==> config.mk <==
export PLATFORM = sky130hd
export DESIGN_NAME = li_ion_cc_cv_charge_controller
export DESIGN_NICKNAME = d
export VERILOG_FILES = /design/src/cccv_pkg.sv /design/src/cccv_cfg_regs.sv /design/src/cccv_step.sv /design/src/li_ion_cc_cv_charge_controller.sv
export SDC_FILE = /design/constraint.sdc
export NUM_CORES = 1
export LEC_CHECK = 0
export ABC_AREA = 1
export BUFFER_PORTS_ARGS = -buffer_cell sky130_fd_sc_hd__buf_2
export CAP_MARGIN = 15
export CORE_ASPECT_RATIO = 0.8
export CORE_MARGIN = 1
export CORE_UTILIZATION = 55
export DETAILED_ROUTE_END_ITERATION = 8
export PLACE_DENSITY = 0.75
export SETUP_SLACK_MARGIN = 0.5
export SLEW_MARGIN = 10
export SYNTH_ARGS = -nofsm -noshare
export SYNTH_HDL_FRONTEND = slang
export SYNTH_SLANG_ARGS = --single-unit
export TNS_END_PERCENT = 50
==> constraint.sdc <==
create_clock -name clk -period 3.5 [get_ports clk]
set_input_delay 0.7 -clock clk [delete_from_list [all_inputs] [get_ports clk]]
set_output_delay 0.7 -clock clk [all_outputs]
set_load 0.02 [all_outputs]
==> src/cccv_pkg.sv <==
package cccv_pkg;

  localparam int MeasW  = 11;
  localparam int DutyW  = 8;
  localparam int PhaseW = 3;
  localparam int CfgIdxW = 3;

  localparam logic [PhaseW-1:0] PH_CHECK = 3'd0;
  localparam logic [PhaseW-1:0] PH_FAULT = 3'd1;
  localparam logic [PhaseW-1:0] PH_CC    = 3'd2;
  localparam logic [PhaseW-1:0] PH_CV    = 3'd3;
  localparam logic [PhaseW-1:0] PH_DONE  = 3'd4;

  localparam logic [CfgIdxW-1:0] CFG_MIN_BATT_V   = 3'd0;
  localparam logic [CfgIdxW-1:0] CFG_CC_CURRENT   = 3'd1;
  localparam logic [CfgIdxW-1:0] CFG_CC_EXIT_V    = 3'd2;
  localparam logic [CfgIdxW-1:0] CFG_CV_VOLTAGE   = 3'd3;
  localparam logic [CfgIdxW-1:0] CFG_DONE_CURRENT = 3'd4;
  localparam logic [CfgIdxW-1:0] CFG_DONE_VOLTAGE = 3'd5;
  localparam logic [CfgIdxW-1:0] CFG_START_DUTY   = 3'd6;

  localparam logic [MeasW-1:0] RST_MIN_BATT_V   = 11'd900;
  localparam logic [MeasW-1:0] RST_CC_CURRENT   = 11'd100;
  localparam logic [MeasW-1:0] RST_CC_EXIT_V    = 11'd1240;
  localparam logic [MeasW-1:0] RST_CV_VOLTAGE   = 11'd1260;
  localparam logic [MeasW-1:0] RST_DONE_CURRENT = 11'd19;
  localparam logic [MeasW-1:0] RST_DONE_VOLTAGE = 11'd1250;
  localparam logic [DutyW-1:0] RST_START_DUTY   = 8'd63;
  localparam logic [DutyW-1:0] RST_DUTY         = 8'd63;

  typedef struct packed {
    logic [MeasW-1:0] min_battery_voltage;
    logic [MeasW-1:0] cc_current_target;
    logic [MeasW-1:0] cc_exit_voltage;
    logic [MeasW-1:0] cv_voltage_target;
    logic [MeasW-1:0] done_current;
    logic [MeasW-1:0] done_voltage;
    logic [DutyW-1:0] start_duty;
  } cfg_t;

  typedef struct packed {
    logic [DutyW-1:0]  pwm_duty;
    logic              switch_on;
    logic              buzzer_on;
    logic [PhaseW-1:0] charge_phase;
  } res_t;

endpackage

==> src/cccv_cfg_regs.sv <==
module cccv_cfg_regs
  import cccv_pkg::*;
(
  input  logic               clk,
  input  logic               rst_n,
  input  logic               cfg_we,
  input  logic [CfgIdxW-1:0] cfg_index,
  input  logic [MeasW-1:0]   cfg_wdata,
  output cfg_t               cfg
);

  cfg_t cfg_r;
  cfg_t cfg_nxt;

  always_comb begin
    cfg_nxt = cfg_r;
    if (cfg_we) begin
      unique case (cfg_index)
        CFG_MIN_BATT_V:   cfg_nxt.min_battery_voltage = cfg_wdata;
        CFG_CC_CURRENT:   cfg_nxt.cc_current_target   = cfg_wdata;
        CFG_CC_EXIT_V:    cfg_nxt.cc_exit_voltage     = cfg_wdata;
        CFG_CV_VOLTAGE:   cfg_nxt.cv_voltage_target   = cfg_wdata;
        CFG_DONE_CURRENT: cfg_nxt.done_current        = cfg_wdata;
        CFG_DONE_VOLTAGE: cfg_nxt.done_voltage        = cfg_wdata;
        CFG_START_DUTY:   cfg_nxt.start_duty          = cfg_wdata[DutyW-1:0];
        default:          cfg_nxt = cfg_r;
      endcase
    end
  end

  always_ff @(posedge clk) begin
    if (!rst_n) begin
      cfg_r.min_battery_voltage <= RST_MIN_BATT_V;
      cfg_r.cc_current_target   <= RST_CC_CURRENT;
      cfg_r.cc_exit_voltage     <= RST_CC_EXIT_V;
      cfg_r.cv_voltage_target   <= RST_CV_VOLTAGE;
      cfg_r.done_current        <= RST_DONE_CURRENT;
      cfg_r.done_voltage        <= RST_DONE_VOLTAGE;
      cfg_r.start_duty          <= RST_START_DUTY;
    end else begin
      cfg_r <= cfg_nxt;
    end
  end

  assign cfg = cfg_r;

endmodule

==> src/cccv_step.sv <==
module cccv_step
  import cccv_pkg::*;
(
  input  cfg_t              cfg,
  input  logic [PhaseW-1:0] phase,
  input  logic [DutyW-1:0]  duty,
  input  logic [MeasW-1:0]  output_voltage,
  input  logic [MeasW-1:0]  charge_current,
  input  logic [MeasW-1:0]  battery_voltage,
  output res_t              res
);

  logic [MeasW-1:0]  meas;
  logic [MeasW-1:0]  target;
  logic [DutyW-1:0]  duty_step;
  logic [DutyW-1:0]  duty_nxt;
  logic [PhaseW-1:0] phase_nxt;

  // CC regulates on current, CV on output voltage
  assign meas   = (phase == PH_CV) ? output_voltage : charge_current;
  assign target = (phase == PH_CV) ? cfg.cv_voltage_target : cfg.cc_current_target;

  always_comb begin
    duty_step = duty;
    if (meas < target) begin
      if (duty != '1) duty_step = duty + 1'b1;
    end else if (meas > target) begin
      if (duty != '0) duty_step = duty - 1'b1;
    end
  end

  always_comb begin
    phase_nxt = phase;
    duty_nxt  = duty;
    unique case (phase)
      PH_CHECK: begin
        if (battery_voltage == '0) begin
          phase_nxt = PH_CHECK;
        end else if (battery_voltage < cfg.min_battery_voltage) begin
          phase_nxt = PH_FAULT;
        end else begin
          phase_nxt = PH_CC;
          duty_nxt  = cfg.start_duty;
        end
      end
      PH_CC: begin
        duty_nxt = duty_step;
        if (battery_voltage > cfg.cc_exit_voltage) phase_nxt = PH_CV;
      end
      PH_CV: begin
        duty_nxt = duty_step;
        if (charge_current < cfg.done_current && battery_voltage > cfg.done_voltage) begin
          phase_nxt = PH_DONE;
        end
      end
      PH_FAULT, PH_DONE: begin
        phase_nxt = phase;
      end
      default: begin
        phase_nxt = PH_CHECK;
      end
    endcase
  end

  assign res.pwm_duty     = duty_nxt;
  assign res.switch_on    = (phase_nxt == PH_CC) || (phase_nxt == PH_CV);
  assign res.buzzer_on    = (phase_nxt == PH_DONE);
  assign res.charge_phase = phase_nxt;

endmodule

==> src/li_ion_cc_cv_charge_controller.sv <==
// CC/CV Li-ion charge controller. Each input transaction is one measurement
// round (output voltage, charge current, battery voltage); each produces exactly
// one output transaction with the new PWM duty, switch and buzzer state and
// charge phase. Rounds are taken at one per cycle while in_stall is low: the
// round is captured in an input register, the phase/duty update runs as
// combinational compare and +/-1 logic, and the result lands in an output
// register, which drives out_valid. Stalls on the output propagate to
// in_stall only once both registers are full. Configuration registers reset
// to their defaults and should be written only while no round is in flight.
module li_ion_cc_cv_charge_controller
  import cccv_pkg::*;
(
  input  logic               clk,
  input  logic               rst_n,
  input  logic               cfg_we,
  input  logic [CfgIdxW-1:0] cfg_index,
  input  logic [MeasW-1:0]   cfg_wdata,
  input  logic               in_valid,
  output logic               in_stall,
  input  logic [MeasW-1:0]   in_output_voltage,
  input  logic [MeasW-1:0]   in_charge_current,
  input  logic [MeasW-1:0]   in_battery_voltage,
  output logic               out_valid,
  input  logic               out_stall,
  output logic [DutyW-1:0]   out_pwm_duty,
  output logic               out_switch_on,
  output logic               out_buzzer_on,
  output logic [PhaseW-1:0]  out_charge_phase
);

  cfg_t cfg;
  res_t res;

  logic              s1_valid_r;
  logic              s1_valid_nxt;
  logic [MeasW-1:0]  s1_vout_r;
  logic [MeasW-1:0]  s1_amp_r;
  logic [MeasW-1:0]  s1_vbat_r;
  logic              out_valid_r;
  logic              out_valid_nxt;
  res_t              out_res_r;
  logic [PhaseW-1:0] phase_r;
  logic [DutyW-1:0]  duty_r;
  logic              in_acc;
  logic              s1_adv;

  cccv_cfg_regs u_cfg (
    .clk       (clk),
    .rst_n     (rst_n),
    .cfg_we    (cfg_we),
    .cfg_index (cfg_index),
    .cfg_wdata (cfg_wdata),
    .cfg       (cfg)
  );

  cccv_step u_step (
    .cfg             (cfg),
    .phase           (phase_r),
    .duty            (duty_r),
    .output_voltage  (s1_vout_r),
    .charge_current  (s1_amp_r),
    .battery_voltage (s1_vbat_r),
    .res             (res)
  );

  assign s1_adv   = s1_valid_r && (!out_valid_r || !out_stall);
  assign in_stall = s1_valid_r && !s1_adv;
  assign in_acc   = in_valid && !in_stall;

  always_comb begin
    s1_valid_nxt = s1_valid_r;
    if (in_acc) begin
      s1_valid_nxt = 1'b1;
    end else if (s1_adv) begin
      s1_valid_nxt = 1'b0;
    end
  end

  always_comb begin
    out_valid_nxt = out_valid_r;
    if (s1_adv) begin
      out_valid_nxt = 1'b1;
    end else if (!out_stall) begin
      out_valid_nxt = 1'b0;
    end
  end

  always_ff @(posedge clk) begin
    if (!rst_n) begin
      s1_valid_r  <= 1'b0;
      out_valid_r <= 1'b0;
      phase_r     <= PH_CHECK;
      duty_r      <= RST_DUTY;
    end else begin
      s1_valid_r  <= s1_valid_nxt;
      out_valid_r <= out_valid_nxt;
      if (s1_adv) begin
        phase_r <= res.charge_phase;
        duty_r  <= res.pwm_duty;
      end
    end
  end

  always_ff @(posedge clk) begin
    if (in_acc) begin
      s1_vout_r <= in_output_voltage;
      s1_amp_r  <= in_charge_current;
      s1_vbat_r <= in_battery_voltage;
    end
    if (s1_adv) begin
      out_res_r <= res;
    end
  end

  assign out_valid        = out_valid_r;
  assign out_pwm_duty     = out_res_r.pwm_duty;
  assign out_switch_on    = out_res_r.switch_on;
  assign out_buzzer_on    = out_res_r.buzzer_on;
  assign out_charge_phase = out_res_r.charge_phase;

endmodule

Yosys cells after proc, flatten, opt, wreduce, memory -nomap -nowiden
Index checks and enable logic that the tools add are counted.
- register bits: 133
- output and inout bits: 15
- logic and storage cells: 83
- add/subtract/negate cells: 2
- magnitude comparators: 6
- equal/unequal tests: 15
- mux-type cells: 18
- reduce and logical (&&, ||, !) cells: 24
- operator list (cell ; count):
    $mux 8 ; 6
    $gt 11x11->1 ; 3
    $lt 11x11->1 ; 3
    $mux 11 ; 2
    $eq 3x2->1 const B ; 6
    $pmux 8 s2 ; 1
    $eq 3x3->1 const B ; 5
    $reduce_and 2->1 ; 7
    $pmux 3 s4 ; 1
    $logic_not 11->1 ; 1
    $mux 3 ; 3
    $add 8x1->8 const B ; 1
    $ne 8x8->1 const B ; 1
    $reduce_bool 8->1 ; 1
    $sub 8x1->8 const B ; 1
    $eq 3x1->1 const B ; 2
    $logic_not 3->1 ; 2
    $logic_and 1x1->1 ; 4
    $logic_not 1->1 ; 4
    $mux 1 ; 4
    $reduce_or 2->1 ; 2
    $logic_or 1x1->1 ; 2
    $mux 2 ; 1
    $ne 2x1->1 const B ; 1
    $reduce_bool 2->1 ; 1

Longest topological paths before layout
- depth in word-level cells: 8
- gate-level depth with buffers: 21

Modules after synthesis
Synthesis repeated with hierarchy kept, for this count alone.
- cell total of the unflattened synthesis: 966
- area, all modules: 7313.3 um2
- modules (own cells, without submodules) (module ; times used ; cells each ; area an instance (um2)):
    cccv_cfg_regs ; 1 ; 399 ; 2826.5
    cccv_step ; 1 ; 450 ; 2547.4
    li_ion_cc_cv_charge_controller ; 1 ; 117 ; 1939.4

Worst setup path after synthesis
Ideal clock, no wire load.
- path type: reg-to-reg
- from: register phase_r[0]
- to: register out_res_r (netlist bit out_pwm_duty[6]), data pin
- arrival time: 2397 ps
- data required time: 3240 ps
- setup slack: 843 ps
- stages on the path, launching flop included: 19
- path buffers: 2
- period minus slack after synthesis: 2657 ps
- cell sequence: dfxtp_1 > inv_1 > nor3_2 > inv_1 > clkbuf_1 > nand2_1 > nand2_1 > ha_1 > nand2_1 > inv_2 > nand2_2 > inv_1 > nand2_1 > nand3_4 > buf_6 > nor2_1 > a21oi_1 > nand2_1 > nand3_1
- RTL lines (item ; line ; RTL):
    start, declared ; li_ion_cc_cv_charge_controller.sv:42 ; logic [PhaseW-1:0] phase_r;
    start signal, assigned ; li_ion_cc_cv_charge_controller.sv:98 ; phase_r <= res.charge_phase;
    end signal, assigned ; li_ion_cc_cv_charge_controller.sv:111 ; out_res_r <= res;
    end, declared ; li_ion_cc_cv_charge_controller.sv:41 ; res_t out_res_r;

==> results.ini <==
[floorplanning]
die_area_mm2 = 0.01321
rows = 36
start_util_pct = 57.05
coreArea_mm2 = 0.01230
pin_count = 67
die_h_um = 103.0
die_w_um = 128.3

[synth]
yosys-top-cells-count = nand2_1, inv_1, dfxtp_1, nor2_1, a21oi_1
synth.net_count = 960
synthCells = 852
yosysWarnings = 0
synthXorXnorAreaFrac_pct = 1.124
synth_top_cell_by_area = dfxtp_1
yosys-mux-area-fraction_pct = 1.427
synth_top_family_by_area = simple AND/OR/NAND/NOR gates
ys_ff_latch = 133
yosysMostFrequentCell = nand2_1
synth.top_cell.area_share_pct = 24.83
synth-compound-area-share_pct = 12.02
async_flop_share_pct = 0
yosys_most_used_dff = dfxtp_1
synth_edf_count = 46
synthSimpleGateAreaFrac_pct = 23.19
ys_seq_area_share_pct = 44.52
synthAdderAreaFrac_pct = 9.988
synth_cell_types = 43
syn_area_mm2 = 0.007015
syn_area_per_cell_um2 = 8.234
synth_area_leaders = dfxtp_1, edfxtp_1, nand2_1

[route]
wl_per_cell_um = 15.84
vias_per_cell = 5.377
route.detailed.drc = 0
dr.pass1.iters = 6
dr_total_vias = 5947
drt.antenna.violating_nets = 0
drtIter0Drc = 701
drt_wl_total_um = 17520

[layout]
syn2layout_area_growth_pct = 16.71
fin_nets = 1030
layout-drive-gt1-share_pct = 16.58
final_cells = 1106
finalCoreUtilization_pct = 66.59
antenna-diode-count = 0
nFillCells = 989

[clocking]
cts_made_buffers = 17
root_buffer = clkbuf_16
htreeDepth = 4
insertion_delay_ns = 0.41
clkTransAtPathRegs_ns = 0.06
cts.sinks = 133
cts_hold_buf = 0
cts_tree = done
cts_buffer_depth = 2

[setup_path]
critical_path.max_fanout = 23
cp.arrival_ns = 2.98
critPathKind = reg2reg
crit_required_ns = 3.66
cp-end-kind = flop
reg2reg_depth = 15
cp-start-kind = flop

[global_route]
antenna_found_initial = 0
grt_usage_pct = 27.71
grt_max_degree = 35
grt-ovfl-total = 0
grt_pass1_wl_um = 27410
grt_pass1_vias = 5372

[placed_design]
place_inst = 1069
place.port_buffers = 66
gp_congestion = 0.9850
dp_hpwl_um = 11780
dp_slack_ns = 0.5848

[power]
p_leak_nw = 3.789
pwr-share-clk_pct = 43.8
power_switching_mw = 1.101
switching_share_pct = 26.67
ir_drop_mv = 0.3797
internal_power_mw = 3.026
p_comb_share_pct = 14.0
powerDensity_mw_per_mm2 = 504.0
seqPwrFrac_pct = 42.2

[timing]
whs_ns = 0.4608
finalSetupTns_ns = 0
worstMarginPinSlew_ns = 0.6595
setup_viol = 0
fmax_mhz = 355.2
fin_ws_ns = 0.6850
finalHoldViolations = 0
rsz0062_at_grt = false
period_minus_slack_ns = 2.815
drv_slew = 0
finClkSkew_ns = 0.004532
fin_crit_sh_pct = 80.43
max_slew_margin_pct = 56.03

[worst_hold_path]
holdPathStages = 2
hp-class = reg2reg

[status]
status = finished clean

[run]
cap_viol_max_count = 0

[path summary, 6_finish.rpt]
| kind | startpoint | end | slack, ns |
|---|---|---|---|
| setup / recovery | phase_r[2] | out_pwm_duty[6] | 0.68 |
| setup reg to reg | phase_r[2] | out_pwm_duty[6] | 0.68 |
| hold / removal | u_cfg.cfg[67] | u_cfg.cfg[67] | 0.46 |
| hold reg to reg | u_cfg.cfg[67] | u_cfg.cfg[67] | 0.46 |
[layer usage]
metal	routed length [um]	vias to the layer above	track usage, %	part of all wire [%]
li1	-	2963	-	-
met1	8128	2706	37.43	46
met2	7643	257	43.74	44
met3	1501	21	7.058	8.6
met4	247	0	8.778	1.4
met5	0	-	0	0
[worst max-delay path, cell delays in order, from the launching register on]
cell and delay [ns]:
dfxtp_1 0.40, nor3_4 0.23, buf_4 0.16, buf_8 0.21
mux2i_1 0.30, ha_1 0.27, nand2_1 0.06, inv_1 0.03
nand2_1 0.10, nor2_4 0.05, nand2_2 0.15, nand3_4 0.15
nor2_1 0.20, a21oi_1 0.09, nand2_1 0.09, nand3_1 0.07
[through the flow]
stage                     area, um2  total power [mW]
final                          8188             4.127
after global routing           8188             4.285
after floorplan                7015             2.150
after CTS                      8107             4.106
after global placement         7506             2.306
after detailed placement       7506             2.315
[layout make-up]
class	instances	area [um2]	share of cell area [%]
Timing Repair inverter	1	7.507	0.09169
Tap cell	171	214.0	2.613
Inverter	107	409.1	4.997
Clock buffer	20	446.7	5.455
Timing Repair Buffer	78	427.9	5.226
Sequential cell	133	3126	38.17
Multi-Input combinational cell	584	3403	41.56
Clock inverter	12	153.9	1.880
[sequential cells by signal, indices dropped and copies added, names as in the netlist]
register          count
out_valid             1
out_charge_phase      3
out_switch_on         1
phase_r               3
u_cfg.cfg            74
s1_valid_r            1
duty_r                8
out_buzzer_on         1
s1_amp_r             11
s1_vbat_r            11
out_pwm_duty          8
s1_vout_r            11
[cell families (layout without fill, tap and decap cells)]
| logic type | Yosys count | count (layout) |
|---|---|---|
| AND/OR/NAND/NOR | 357 | 359 |
| multiplexers | 10 | 10 |
| adder cells (fa/ha/maj) | 56 | 56 |
| XOR/XNOR | 9 | 9 |
| AO/OA/AOI/OAI | 150 | 150 |
| buffers and inverters | 137 | 218 |
| flip-flops | 133 | 133 |
[power by group through the flow]
stage	clock, mW	sequential (mW)	combinational (mW)
2_1_floorplan	0	1.76	0.385
3_3_place_gp	0	1.77	0.537
3_5_place_dp	0	1.77	0.545
4_1_cts	1.81	1.74	0.552
5_1_grt	1.89	1.75	0.650
6_report	1.81	1.74	0.577
[repair_timing]
item | CTS | global route
endpoints found under the hold margin | 0 | 0
buffers inserted | 0 | 2
resized for setup | 0 | 11
endpoints found under the setup margin | 0 | 16
[layout by cell type (no fill, tap or decap), drive strengths merged, types with 2 or more instances in the layout]
cell type	Yosys	final
o21a	2	2
clkbuf	23	20
o21ai	59	59
clkinvlp	0	4
xor2	8	8
nor3	10	10
a21oi	63	63
nand2	205	205
ha	56	56
nor2	71	71
nand3b	3	3
bufinv	0	3
dfxtp	87	87
mux2i	10	10
clkinv	1	7
nand3	54	56
o21bai	3	3
nand4	12	12
o211ai	22	22
edfxtp	46	46
inv	106	106
buf	7	78
Note: power is estimated with default switching activity, not from simulation.
